$ cat config.mk
export PLATFORM = sky130hd
export DESIGN_NAME = edca_channel_access_backoff_flat
export DESIGN_NICKNAME = d
export VERILOG_FILES = /design/src/hdl/edca_pkg.sv /design/src/hdl/edca_if.sv /design/src/hdl/edca_cfg.sv /design/src/hdl/edca_div.sv /design/src/hdl/edca_channel_access_backoff.sv /design/src/flat_wrapper.sv
export SDC_FILE = /design/constraint.sdc
export NUM_CORES = 1
export LEC_CHECK = 0
export BUFFER_PORTS_ARGS = -buffer_cell sky130_fd_sc_hd__clkbuf_2
export CORE_MARGIN = 4
export CORE_UTILIZATION = 61
export DETAILED_ROUTE_END_ITERATION = 12
export GPL_TIMING_DRIVEN = 0
export PLACE_DENSITY = 0.82
export SLEW_MARGIN = 5
export SYNTH_ARGS = -nofsm -noshare
export SYNTH_HDL_FRONTEND = slang
export SYNTH_HIERARCHICAL = 1
export SYNTH_SLANG_ARGS = --single-unit
$ cat constraint.sdc
create_clock -name i_clk -period 6.9 [get_ports i_clk]
set_input_delay 0.345 -clock i_clk [delete_from_list [all_inputs] [get_ports i_clk]]
set_output_delay 0.345 -clock i_clk [all_outputs]
set_load 0.005 [all_outputs]
$ cat src/hdl/edca_pkg.sv
// Shared types, constants and codes for the EDCA channel access backoff block.
// No dependencies; every other file imports this package.
`default_nettype none

package edca_pkg;

    // Field widths
    localparam int WINDOW_BITS   = 10;
    localparam int TIME_BITS     = 10;
    localparam int RETRY_BITS    = 4;
    localparam int SLOT_BITS     = 8;
    // slot remainder plus leftover elapsed time
    localparam int ACC_BITS      = TIME_BITS + 1;
    localparam int OP_BITS       = 2;
    localparam int CFG_IDX_BITS  = 3;
    localparam int CFG_DATA_BITS = 10;

    typedef logic [WINDOW_BITS-1:0] t_window;
    typedef logic [TIME_BITS-1:0]   t_time;
    typedef logic [RETRY_BITS-1:0]  t_retry;
    typedef logic [SLOT_BITS-1:0]   t_slot;
    typedef logic [ACC_BITS-1:0]    t_acc;
    typedef logic [OP_BITS-1:0]     t_opcode;
    typedef logic [CFG_IDX_BITS-1:0]  t_cfg_idx;
    typedef logic [CFG_DATA_BITS-1:0] t_cfg_data;

    // Event codes
    localparam t_opcode OP_TICK    = 2'd0;
    localparam t_opcode OP_ENQUEUE = 2'd1;
    localparam t_opcode OP_TX_OK   = 2'd2;
    localparam t_opcode OP_TX_FAIL = 2'd3;

    // Configuration register indexes
    localparam t_cfg_idx CFG_CW_MIN      = 3'd0;
    localparam t_cfg_idx CFG_CW_MAX      = 3'd1;
    localparam t_cfg_idx CFG_RETRY_LIMIT = 3'd2;
    localparam t_cfg_idx CFG_AIFS_TIME   = 3'd3;
    localparam t_cfg_idx CFG_SLOT_TIME   = 3'd4;

    // Register reset values
    localparam t_window RST_CW_MIN      = 10'd15;
    localparam t_window RST_CW_MAX      = 10'd1023;
    localparam t_retry  RST_RETRY_LIMIT = 4'd7;
    localparam t_time   RST_AIFS_TIME   = 10'd264;
    localparam t_slot   RST_SLOT_TIME   = 8'd52;

    typedef struct packed {
        t_window cw_min;
        t_window cw_max;
        t_retry  retry_limit;
        t_time   aifs_time;
        t_slot   slot_time;
    } t_cfg;

    // Result of the serial divider
    typedef struct packed {
        logic  done;
        t_acc  quot;
        t_slot rem;
    } t_div_res;

endpackage

`default_nettype wire

$ cat src/hdl/edca_if.sv
// Valid/ready channel interfaces: input events, results and register writes.
// Depends on edca_pkg for payload types.
`default_nettype none

interface edca_in_if;
    import edca_pkg::*;
    logic     valid;
    logic     ready;
    t_opcode  opcode;
    t_time    elapsed_time;
    logic     medium_busy;
    logic     gate_open;
    logic     queue_nonempty;
    t_window  random_draw;

    modport source (output valid, opcode, elapsed_time, medium_busy, gate_open,
                    queue_nonempty, random_draw, input ready);
    modport sink   (input valid, opcode, elapsed_time, medium_busy, gate_open,
                    queue_nonempty, random_draw, output ready);
endinterface

interface edca_out_if;
    import edca_pkg::*;
    logic    valid;
    logic    ready;
    logic    expired;
    logic    dropped;
    logic    contending;
    t_window window_now;
    t_retry  retries_now;
    t_window slots_left;
    t_time   aifs_left;

    modport source (output valid, expired, dropped, contending, window_now,
                    retries_now, slots_left, aifs_left, input ready);
    modport sink   (input valid, expired, dropped, contending, window_now,
                    retries_now, slots_left, aifs_left, output ready);
endinterface

interface edca_cfg_if;
    import edca_pkg::*;
    logic      valid;
    logic      ready;
    t_cfg_idx  index;
    t_cfg_data data;

    modport source (output valid, index, data, input ready);
    modport sink   (input valid, index, data, output ready);
endinterface

`default_nettype wire

$ cat src/hdl/edca_cfg.sv
// Configuration register bank: cw_min, cw_max, retry limit, AIFS and slot time.
// Depends on edca_pkg and edca_cfg_if.
`default_nettype none

module edca_cfg (
    input  wire          i_clk,
    input  wire          i_rst_n,
    edca_cfg_if.sink     i_cfg,
    output edca_pkg::t_cfg o_cfg
);
    import edca_pkg::*;

    t_cfg r_cfg;

    // writes are always taken
    assign i_cfg.ready = 1'b1;
    assign o_cfg       = r_cfg;

    always_ff @(posedge i_clk) begin
        if (!i_rst_n) begin
            r_cfg.cw_min      <= RST_CW_MIN;
            r_cfg.cw_max      <= RST_CW_MAX;
            r_cfg.retry_limit <= RST_RETRY_LIMIT;
            r_cfg.aifs_time   <= RST_AIFS_TIME;
            r_cfg.slot_time   <= RST_SLOT_TIME;
        end else if (i_cfg.valid) begin
            unique case (i_cfg.index)
                CFG_CW_MIN:      r_cfg.cw_min      <= i_cfg.data[WINDOW_BITS-1:0];
                CFG_CW_MAX:      r_cfg.cw_max      <= i_cfg.data[WINDOW_BITS-1:0];
                CFG_RETRY_LIMIT: r_cfg.retry_limit <= i_cfg.data[RETRY_BITS-1:0];
                CFG_AIFS_TIME:   r_cfg.aifs_time   <= i_cfg.data[TIME_BITS-1:0];
                CFG_SLOT_TIME:   r_cfg.slot_time   <= i_cfg.data[SLOT_BITS-1:0];
                default: ;
            endcase
        end
    end

endmodule

`default_nettype wire

$ cat src/hdl/edca_div.sv
// Restoring bit-serial divider: idle microseconds by slot time, one quotient
// bit per cycle. Depends on edca_pkg.
`default_nettype none

module edca_div (
    input  wire             i_clk,
    input  wire             i_rst_n,
    input  wire             i_start,
    input  edca_pkg::t_acc  i_dividend,
    input  edca_pkg::t_slot i_divisor,
    output edca_pkg::t_div_res o_res
);
    import edca_pkg::*;

    localparam int CNT_BITS = $clog2(ACC_BITS + 1);
    localparam logic [CNT_BITS-1:0] LAST_STEP = CNT_BITS'(ACC_BITS - 1);

    logic                r_busy;
    logic                r_done;
    logic [CNT_BITS-1:0] r_cnt;
    t_acc                r_quot;
    logic [SLOT_BITS:0]  r_part;
    t_slot               r_div;

    logic [SLOT_BITS:0]  w_shift;
    logic                w_ge;

    // one trial subtraction per cycle
    assign w_shift = {r_part[SLOT_BITS-1:0], r_quot[ACC_BITS-1]};
    assign w_ge    = (w_shift >= {1'b0, r_div});

    always_ff @(posedge i_clk) begin
        if (!i_rst_n) begin
            r_busy <= 1'b0;
            r_done <= 1'b0;
            r_cnt  <= '0;
        end else begin
            r_done <= 1'b0;
            if (i_start) begin
                r_busy <= 1'b1;
                r_cnt  <= '0;
            end else if (r_busy) begin
                r_cnt <= r_cnt + 1'b1;
                if (r_cnt == LAST_STEP) begin
                    r_busy <= 1'b0;
                    r_done <= 1'b1;
                end
            end
        end
    end

    // datapath
    always_ff @(posedge i_clk) begin
        if (i_start) begin
            r_quot <= i_dividend;
            r_part <= '0;
            r_div  <= i_divisor;
        end else if (r_busy) begin
            r_part <= w_ge ? (w_shift - {1'b0, r_div}) : w_shift;
            r_quot <= {r_quot[ACC_BITS-2:0], w_ge};
        end
    end

    assign o_res.done = r_done;
    assign o_res.quot = r_quot;
    assign o_res.rem  = r_part[SLOT_BITS-1:0];

endmodule

`default_nettype wire

$ cat src/hdl/edca_channel_access_backoff.sv
// Top level of the EDCA channel access backoff: sequencer, contention state
// and result register. Depends on edca_pkg, edca_if, edca_cfg and edca_div.
//
// One item is taken at a time. Every item passes through latch, update and
// result load; an idle tick that reaches the backoff phase also runs the
// bit-serial divider between update and result load, which turns the idle
// microseconds into whole slots and a remainder at one quotient bit per
// cycle. A finished result sits in an output register, so the next item is
// taken while it waits; a later result waits in turn until that register is
// free. Register writes are taken at any time, one per cycle.
`default_nettype none

module edca_channel_access_backoff (
    input  wire         i_clk,
    input  wire         i_rst_n,
    edca_in_if.sink     i_item,
    edca_out_if.source  o_result,
    edca_cfg_if.sink    i_cfg
);
    import edca_pkg::*;

    localparam logic [1:0] S_IDLE = 2'd0;
    localparam logic [1:0] S_EXEC = 2'd1;
    localparam logic [1:0] S_DIV  = 2'd2;
    localparam logic [1:0] S_PUT  = 2'd3;

    t_cfg     w_cfg;
    t_div_res w_div;

    logic [1:0] r_state, n_state;

    // latched item
    t_opcode r_op;
    t_time   r_elapsed;
    logic    r_busy_med, r_gate, r_queued;
    t_window r_draw;

    // contention state
    t_window r_window, n_window;
    t_retry  r_retry, n_retry;
    logic    r_active, n_active;
    t_time   r_aifs, n_aifs;
    t_window r_back, n_back;
    t_slot   r_rem, n_rem;
    logic    r_dropped, n_dropped;

    // result register
    logic    r_out_valid;
    logic    r_out_expired, r_out_dropped, r_out_contending;
    t_window r_out_window, r_out_slots;
    t_retry  r_out_retries;
    t_time   r_out_aifs;

    // update scratch
    logic                 w_start, w_adv, w_div_start;
    logic [WINDOW_BITS:0] w_grown;
    logic [RETRY_BITS:0]  w_next_retry;
    t_window              w_clamp;
    t_time                w_use, w_dt_rest, w_aifs_new;
    t_acc                 w_acc;
    t_slot                w_divisor;
    t_acc                 w_take;
    logic                 w_out_free;

    edca_cfg u_cfg (
        .i_clk   (i_clk),
        .i_rst_n (i_rst_n),
        .i_cfg   (i_cfg),
        .o_cfg   (w_cfg)
    );

    assign w_divisor = (w_cfg.slot_time == '0) ? t_slot'(1) : w_cfg.slot_time;

    edca_div u_div (
        .i_clk      (i_clk),
        .i_rst_n    (i_rst_n),
        .i_start    (w_div_start),
        .i_dividend (w_acc),
        .i_divisor  (w_divisor),
        .o_res      (w_div)
    );

    assign i_item.ready = (r_state == S_IDLE);
    assign w_out_free   = !r_out_valid || o_result.ready;

    // AIFS consumption for an idle tick
    always_comb begin
        w_use      = (r_elapsed < r_aifs) ? r_elapsed : r_aifs;
        w_aifs_new = r_aifs - w_use;
        w_dt_rest  = r_elapsed - w_use;
        w_acc      = ACC_BITS'(r_rem) + ACC_BITS'(w_dt_rest);
    end

    // event update, applied in S_EXEC
    always_comb begin
        n_window     = r_window;
        n_retry      = r_retry;
        n_active     = r_active;
        n_aifs       = r_aifs;
        n_back       = r_back;
        n_rem        = r_rem;
        n_dropped    = 1'b0;
        w_start      = 1'b0;
        w_adv        = 1'b0;
        w_grown      = {r_window, 1'b1};
        w_next_retry = {1'b0, r_retry} + 1'b1;

        unique case (r_op)
            OP_TICK: begin
                if (!r_queued) begin
                    n_window = w_cfg.cw_min;
                    n_retry  = '0;
                    n_active = 1'b0;
                    n_aifs   = '0;
                    n_back   = '0;
                    n_rem    = '0;
                end else if (!r_gate) begin
                    n_active = 1'b0;
                end else if (!r_active) begin
                    w_start = 1'b1;
                end else if (!r_busy_med) begin
                    w_adv  = 1'b1;
                    n_aifs = w_aifs_new;
                end
            end
            OP_ENQUEUE: begin
                if (!r_active && r_queued) begin
                    if (r_gate) begin
                        w_start = 1'b1;
                    end else begin
                        n_active = 1'b0;
                    end
                end
            end
            OP_TX_OK: begin
                n_window = w_cfg.cw_min;
                n_retry  = '0;
                n_active = 1'b0;
                if (!r_queued) begin
                    n_aifs = '0;
                    n_back = '0;
                    n_rem  = '0;
                end else if (r_gate) begin
                    w_start = 1'b1;
                end
            end
            OP_TX_FAIL: begin
                n_window = (w_grown < {1'b0, w_cfg.cw_max}) ?
                           w_grown[WINDOW_BITS-1:0] : w_cfg.cw_max;
                if (w_next_retry > {1'b0, w_cfg.retry_limit}) begin
                    n_dropped = 1'b1;
                    n_window  = w_cfg.cw_min;
                    n_retry   = '0;
                end else begin
                    n_retry = w_next_retry[RETRY_BITS-1:0];
                end
                n_active = 1'b0;
                w_start  = r_queued && r_gate;
            end
            default: ;
        endcase

        // fresh contention: clamp window, load AIFS, draw backoff
        w_clamp = (n_window < w_cfg.cw_max) ? n_window : w_cfg.cw_max;
        if (w_clamp < w_cfg.cw_min) begin
            w_clamp = w_cfg.cw_min;
        end
        if (w_start) begin
            n_window = w_clamp;
            n_active = 1'b1;
            n_aifs   = w_cfg.aifs_time;
            n_back   = r_draw & w_clamp;
            n_rem    = '0;
        end
    end

    assign w_div_start = (r_state == S_EXEC) && w_adv && (w_aifs_new == '0);
    assign w_take      = (w_div.quot < ACC_BITS'(r_back)) ? w_div.quot : ACC_BITS'(r_back);

    // sequencer
    always_comb begin
        n_state = r_state;
        unique case (r_state)
            S_IDLE: if (i_item.valid) n_state = S_EXEC;
            S_EXEC: n_state = w_div_start ? S_DIV : S_PUT;
            S_DIV:  if (w_div.done) n_state = S_PUT;
            S_PUT:  if (w_out_free) n_state = S_IDLE;
            default: n_state = S_IDLE;
        endcase
    end

    always_ff @(posedge i_clk) begin
        if (!i_rst_n) begin
            r_state <= S_IDLE;
        end else begin
            r_state <= n_state;
        end
    end

    // item latch
    always_ff @(posedge i_clk) begin
        if (i_item.valid && i_item.ready) begin
            r_op       <= i_item.opcode;
            r_elapsed  <= i_item.elapsed_time;
            r_busy_med <= i_item.medium_busy;
            r_gate     <= i_item.gate_open;
            r_queued   <= i_item.queue_nonempty;
            r_draw     <= i_item.random_draw;
        end
    end

    // contention state
    always_ff @(posedge i_clk) begin
        if (!i_rst_n) begin
            r_window  <= RST_CW_MIN;
            r_retry   <= '0;
            r_active  <= 1'b0;
            r_aifs    <= '0;
            r_back    <= '0;
            r_rem     <= '0;
            r_dropped <= 1'b0;
        end else if (r_state == S_EXEC) begin
            r_window  <= n_window;
            r_retry   <= n_retry;
            r_active  <= n_active;
            r_aifs    <= n_aifs;
            r_back    <= n_back;
            r_rem     <= n_rem;
            r_dropped <= n_dropped;
        end else if (r_state == S_DIV && w_div.done) begin
            r_back <= r_back - w_take[WINDOW_BITS-1:0];
            r_rem  <= w_div.rem;
        end
    end

    // result register
    always_ff @(posedge i_clk) begin
        if (!i_rst_n) begin
            r_out_valid <= 1'b0;
        end else if (r_state == S_PUT && w_out_free) begin
            r_out_valid <= 1'b1;
        end else if (o_result.ready) begin
            r_out_valid <= 1'b0;
        end
    end

    always_ff @(posedge i_clk) begin
        if (r_state == S_PUT && w_out_free) begin
            r_out_expired    <= r_active && r_gate && !r_busy_med && r_queued &&
                                (r_aifs == '0) && (r_back == '0);
            r_out_dropped    <= r_dropped;
            r_out_contending <= r_active;
            r_out_window     <= r_window;
            r_out_retries    <= r_retry;
            r_out_slots      <= r_back;
            r_out_aifs       <= r_aifs;
        end
    end

    assign o_result.valid       = r_out_valid;
    assign o_result.expired     = r_out_expired;
    assign o_result.dropped     = r_out_dropped;
    assign o_result.contending  = r_out_contending;
    assign o_result.window_now  = r_out_window;
    assign o_result.retries_now = r_out_retries;
    assign o_result.slots_left  = r_out_slots;
    assign o_result.aifs_left   = r_out_aifs;

endmodule

`default_nettype wire

$ cat src/flat_wrapper.sv
// flat-port wrapper written by rule: the top's interface ports become plain ports
module edca_channel_access_backoff_flat import edca_pkg::*;
  (i_clk, i_rst_n, i_item_valid, i_item_opcode, i_item_elapsed_time, i_item_medium_busy, i_item_gate_open, i_item_queue_nonempty, i_item_random_draw, i_item_ready, o_result_valid, o_result_expired, o_result_dropped, o_result_contending, o_result_window_now, o_result_retries_now, o_result_slots_left, o_result_aifs_left, o_result_ready, i_cfg_valid, i_cfg_index, i_cfg_data, i_cfg_ready);
  edca_in_if i_item_i ();
  edca_out_if o_result_i ();
  edca_cfg_if i_cfg_i ();
  input  wire i_clk;
  input  wire i_rst_n;
  input wire logic [$bits(i_item_i.valid)-1:0] i_item_valid;
  input wire logic [$bits(i_item_i.opcode)-1:0] i_item_opcode;
  input wire logic [$bits(i_item_i.elapsed_time)-1:0] i_item_elapsed_time;
  input wire logic [$bits(i_item_i.medium_busy)-1:0] i_item_medium_busy;
  input wire logic [$bits(i_item_i.gate_open)-1:0] i_item_gate_open;
  input wire logic [$bits(i_item_i.queue_nonempty)-1:0] i_item_queue_nonempty;
  input wire logic [$bits(i_item_i.random_draw)-1:0] i_item_random_draw;
  output wire logic [$bits(i_item_i.ready)-1:0] i_item_ready;
  output wire logic [$bits(o_result_i.valid)-1:0] o_result_valid;
  output wire logic [$bits(o_result_i.expired)-1:0] o_result_expired;
  output wire logic [$bits(o_result_i.dropped)-1:0] o_result_dropped;
  output wire logic [$bits(o_result_i.contending)-1:0] o_result_contending;
  output wire logic [$bits(o_result_i.window_now)-1:0] o_result_window_now;
  output wire logic [$bits(o_result_i.retries_now)-1:0] o_result_retries_now;
  output wire logic [$bits(o_result_i.slots_left)-1:0] o_result_slots_left;
  output wire logic [$bits(o_result_i.aifs_left)-1:0] o_result_aifs_left;
  input wire logic [$bits(o_result_i.ready)-1:0] o_result_ready;
  input wire logic [$bits(i_cfg_i.valid)-1:0] i_cfg_valid;
  input wire logic [$bits(i_cfg_i.index)-1:0] i_cfg_index;
  input wire logic [$bits(i_cfg_i.data)-1:0] i_cfg_data;
  output wire logic [$bits(i_cfg_i.ready)-1:0] i_cfg_ready;
  assign i_item_i.valid = i_item_valid;
  assign i_item_i.opcode = i_item_opcode;
  assign i_item_i.elapsed_time = i_item_elapsed_time;
  assign i_item_i.medium_busy = i_item_medium_busy;
  assign i_item_i.gate_open = i_item_gate_open;
  assign i_item_i.queue_nonempty = i_item_queue_nonempty;
  assign i_item_i.random_draw = i_item_random_draw;
  assign i_item_ready = i_item_i.ready;
  assign o_result_valid = o_result_i.valid;
  assign o_result_expired = o_result_i.expired;
  assign o_result_dropped = o_result_i.dropped;
  assign o_result_contending = o_result_i.contending;
  assign o_result_window_now = o_result_i.window_now;
  assign o_result_retries_now = o_result_i.retries_now;
  assign o_result_slots_left = o_result_i.slots_left;
  assign o_result_aifs_left = o_result_i.aifs_left;
  assign o_result_i.ready = o_result_ready;
  assign i_cfg_i.valid = i_cfg_valid;
  assign i_cfg_i.index = i_cfg_index;
  assign i_cfg_i.data = i_cfg_data;
  assign i_cfg_ready = i_cfg_i.ready;
  edca_channel_access_backoff u_core (.i_clk(i_clk), .i_rst_n(i_rst_n), .i_item(i_item_i), .o_result(o_result_i), .i_cfg(i_cfg_i));
endmodule
==> summary.md <==
| Metric | Value |
|---|---|
| Vias/cell | 6.47 |
| Syn avg cell area | 9.57 sq um |
| CTS sink cnt | 184 |
| Flop-to-flop setup slack | 230 ps |
| Post-synth top area cell | edfxtp_1 |
| Leak | 0.00540 uW |
| Max-slew violations | 0 |
| Synth async-reset ratio | 0% |
| Dpl ws | -436 ps |
| DR vias | 9969 |
| Mapped Area | 0.0114 sq mm |
| Syn nets | 1337 |
| Antenna-violating nets left | 0 |
| TritonCTS buffer count | 17 |
| Initial antenna violation count | 0 |
| Yosys warns | 6 |
| Largest net degree at the start of global routing | 26 |
| TritonCTS clock tree | built |
| Clk buf depth | 2 |
| Hold_sp | i_item_elapsed_time[3] |
| Site Rows | 49 |
| Input/output buffers | 81 |
| Clock Tree Root | clkbuf_16 |
| Number of global-route vias before repair | 9320 |
| H-tree levels | 4 |
| Antenna diode count | 0 |
| Max incr delay on CP | 420 ps |
| Post-route DRC | 0 |
| Dpl hpwl | 24800 microns |
| Placed insts | 1502 |
| RSZ-0062 raised after global routing | no |
| CP dominant cell by count | ha_1 |
| Worst R2R Path Depth | 27 |
| Pwr dens | 391 mW/mm^2 |
| Maximum vdd drop | 0.257 mV |
| Ports | 83 |
| Critical-path top delay cell | a2111oi_2 |
| Initial Utilization | 62.8% |
| Flops & latches, synth | 184 |
| Gr ovfl total | 0 |
| Worst Path Arrival | 6980 ps |
| Setup_tns | 0 ps |
| WL final | 33000 microns |
| Final worst path period share | 96.6% |
| Area Growth Syn to Fin | 12.9% |
| First-pass GRT wire length | 50400 microns |
| Layout net count | 1444 |
| Pwr Total | 5030 uW |
| Worst setup EP type | flip-flop |
| Critical Path Start Type | flip-flop |
| DR pass1 iterations | 6 |
| CP Max Fanout | 10 |
| Setup Crit Path Kind | flip-flop to flip-flop |
| Placer congestion estimate | 0.976 |
| Average wire per standard cell | 21.4 microns |
| Final cell count without fillers | 1540 |
| Post-Synthesis Cells | 1191 |
| Slew at the pin closest to its max-slew limit | 712 ps |
| Yosys top cell area share | 21.3% |
| Setup ws final | 232 ps |
| Hold Vio Cnt, Final | 0 |
| Status | finished clean |
| Slew Limit Headroom | 52.5% |
| Clock skew | 12.8 ps |
| Seq/Total Area, Yosys | 39.4% |
| # hold bufs at CTS | 0 |
| Worst-path clk slew | 70 ps |
| Post-route cell area | 0.0129 sq mm |
| Critical R2R Capture | u_core/r_back[0]$_SDFFE_PN0P_ |
| Max Freq | 0.150 GHz |
| Synth Flop Type | dfxtp_1 |
| Data required, critical path | 7210 ps |
| Die Footprint | 0.0209 sq mm |
| Die Ht | 145 microns |
| Hold WC Path Type | input port to flip-flop |
| Worst r2r src | u_core/r_retry[0]$_SDFFE_PN0P_ |
| GRT Total Usage | 31.5% |
| Core area | 0.0181 sq mm |
| Placed cell area | 0.0121 sq mm |
| Worst setup path endpoint | u_core/r_back[0]$_SDFFE_PN0P_ |
| DR iter-0 viols | 1181 |
| Unique masters post-synth | 86 |
| Final worst path period need | 6670 ps |
| Share of cells above drive strength 1 | 14.0% |
| Worst-Skew Late Latency | 440 ps |
| Total of max-cap violations | 0 |
| Worst Setup SP | u_core/r_retry[0]$_SDFFE_PN0P_ |
| Synth area leaders | edfxtp_1 21%, dfxtp_1 18%, ha_1 11% |
| Post-synth EDFFs | 81 |
| Width of the die | 145 microns |
| Setup violators final | 0 |
-- per-layer routing --
| layer | wire length (microns) | GRT usage [%] | up-vias |
|---|---|---|---|
| met4 | 1110 | 10.0 | 0 |
| met2 | 14900 | 50.1 | 554 |
| met1 | 13600 | 43.3 | 4717 |
| met3 | 3430 | 6.74 | 107 |
| met5 | 0 | 0 | - |
| li1 | - | - | 4591 |
-- worst min path at each step --
stage                                              endpoint  slack [ps]  cells after the start
final                         u_core/r_elapsed[3]$_DFFE_PP_          70                      1
after detailed placement  u_core/o_result.dropped$_DFFE_PP_         440                      0
after CTS                          u_core/r_op[1]$_DFFE_PP_          60                      1
after global placement    u_core/o_result.dropped$_DFFE_PP_         430                      0
after global routing          u_core/r_elapsed[3]$_DFFE_PP_          60                      1
after floorplan           u_core/o_result.dropped$_DFFE_PP_         410                      0
-- cell type report --
class | count | area (sq um)
Sequential cell | 184 | 4500
Timing Repair Buffer | 88 | 470
Clock buffer | 19 | 433
Buffer | 54 | 255
Tap cell | 229 | 287
Fill cell | 1371 | 5280
Inverter | 84 | 315
Clock inverter | 13 | 161
Multi-Input combinational cell | 869 | 6450
-- what timing repair did --
item                                    in CTS  in global routing
resized for setup                            7                 18
endpoints found under the setup margin      20                 20
pin swaps                                    0                  5
gates cloned                                 0                  0
setup buffers                                0                  6
-- registers in the layout, summed over array words and instances (netlist names), 8 cells and up --
signal,count
u_core/u_cfg/o_cfg,42
u_core/u_div/r_quot,11
u_core/o_result.aifs_left,10
u_core/o_result.slots_left,10
u_core/o_result.window_now,10
u_core/r_aifs,10
u_core/r_back,10
u_core/r_draw,10
u_core/r_elapsed,10
u_core/r_window,10
u_core/r_rem,8
u_core/u_div/r_div,8
u_core/u_div/r_part,8
-- placed cells by master (no fill, tap or decap), types with 9 or more instances in the layout --
cell type | synthesis | layout
a211oi_1 | 13 | 10
a21boi_0 | 17 | 17
a21o_1 | 13 | 13
a21oi_1 | 63 | 61
a22oi_1 | 10 | 9
and2_1 | 12 | 11
clkbuf_1 | 41 | 42
clkbuf_16 | 0 | 17
clkbuf_2 | 0 | 81
dfxtp_1 | 103 | 102
edfxtp_1 | 81 | 81
ha_1 | 98 | 98
inv_1 | 83 | 83
mux2_2 | 16 | 16
mux2i_1 | 64 | 61
nand2_1 | 101 | 100
nand2b_1 | 11 | 11
nand3_1 | 31 | 31
nand4_1 | 12 | 12
nor2_1 | 63 | 63
nor2b_1 | 55 | 54
nor3_1 | 17 | 15
nor4_1 | 9 | 9
o211a_1 | 11 | 11
o211ai_1 | 13 | 13
o21ai_0 | 54 | 54
o221ai_1 | 11 | 11
o31ai_1 | 14 | 14
xnor2_1 | 28 | 28
xor2_1 | 12 | 12
-- stage by stage --
step                      util, %  hold WS, ps
after floorplan                 -          409
after global placement       66.6          427
after detailed placement     66.8          437
after CTS                    70.2         62.8
after global routing         70.9         57.8
final                        70.9         73.9
-- synthesized netlist by cell type (all sizes together) (9+ instances only) --
cell	n
buf	13
mux2	16
inv	84
dfxtp	103
xor2	12
a211oi	14
a21oi	66
ha	98
clkbuf	41
nor4	9
xnor2	28
mux2i	64
nor2	63
o31ai	15
edfxtp	81
o211a	11
and2	12
nand3	31
nand4	12
o211ai	14
a21boi	18
a22oi	10
o221ai	11
o21ai	63
a21o	13
nand2b	11
nand2	102
nor3	17
nor2b	56
-- cells by family after synthesis --
group | Yosys count | share of synthesized area [%]
other | 1 | 0.0329
adders and majority gates | 103 | 11.6
xor gates and xnor gates | 40 | 3.07
buffers and inverters | 138 | 4.95
muxes | 80 | 7.20
AOI/OAI and AO/OA | 298 | 18.3
DFF | 184 | 39.4
and+or+nand+nor | 347 | 15.4
-- where the power goes --
part,switching (uW),internal (uW)
clock,461,545
combinational,1550,1020
sequential,164,1290
-- critical path: cells and delay by family (launching register included) --
kind | cells | cell delay [ps]
adders and majority gates | 4 | 1300
buffers and inverters | 4 | 740
and+or+nand+nor | 7 | 1310
DFF | 1 | 360
AOI/OAI and AO/OA | 10 | 2070
muxes | 2 | 740
Note: power is estimated with default switching activity, not from simulation.
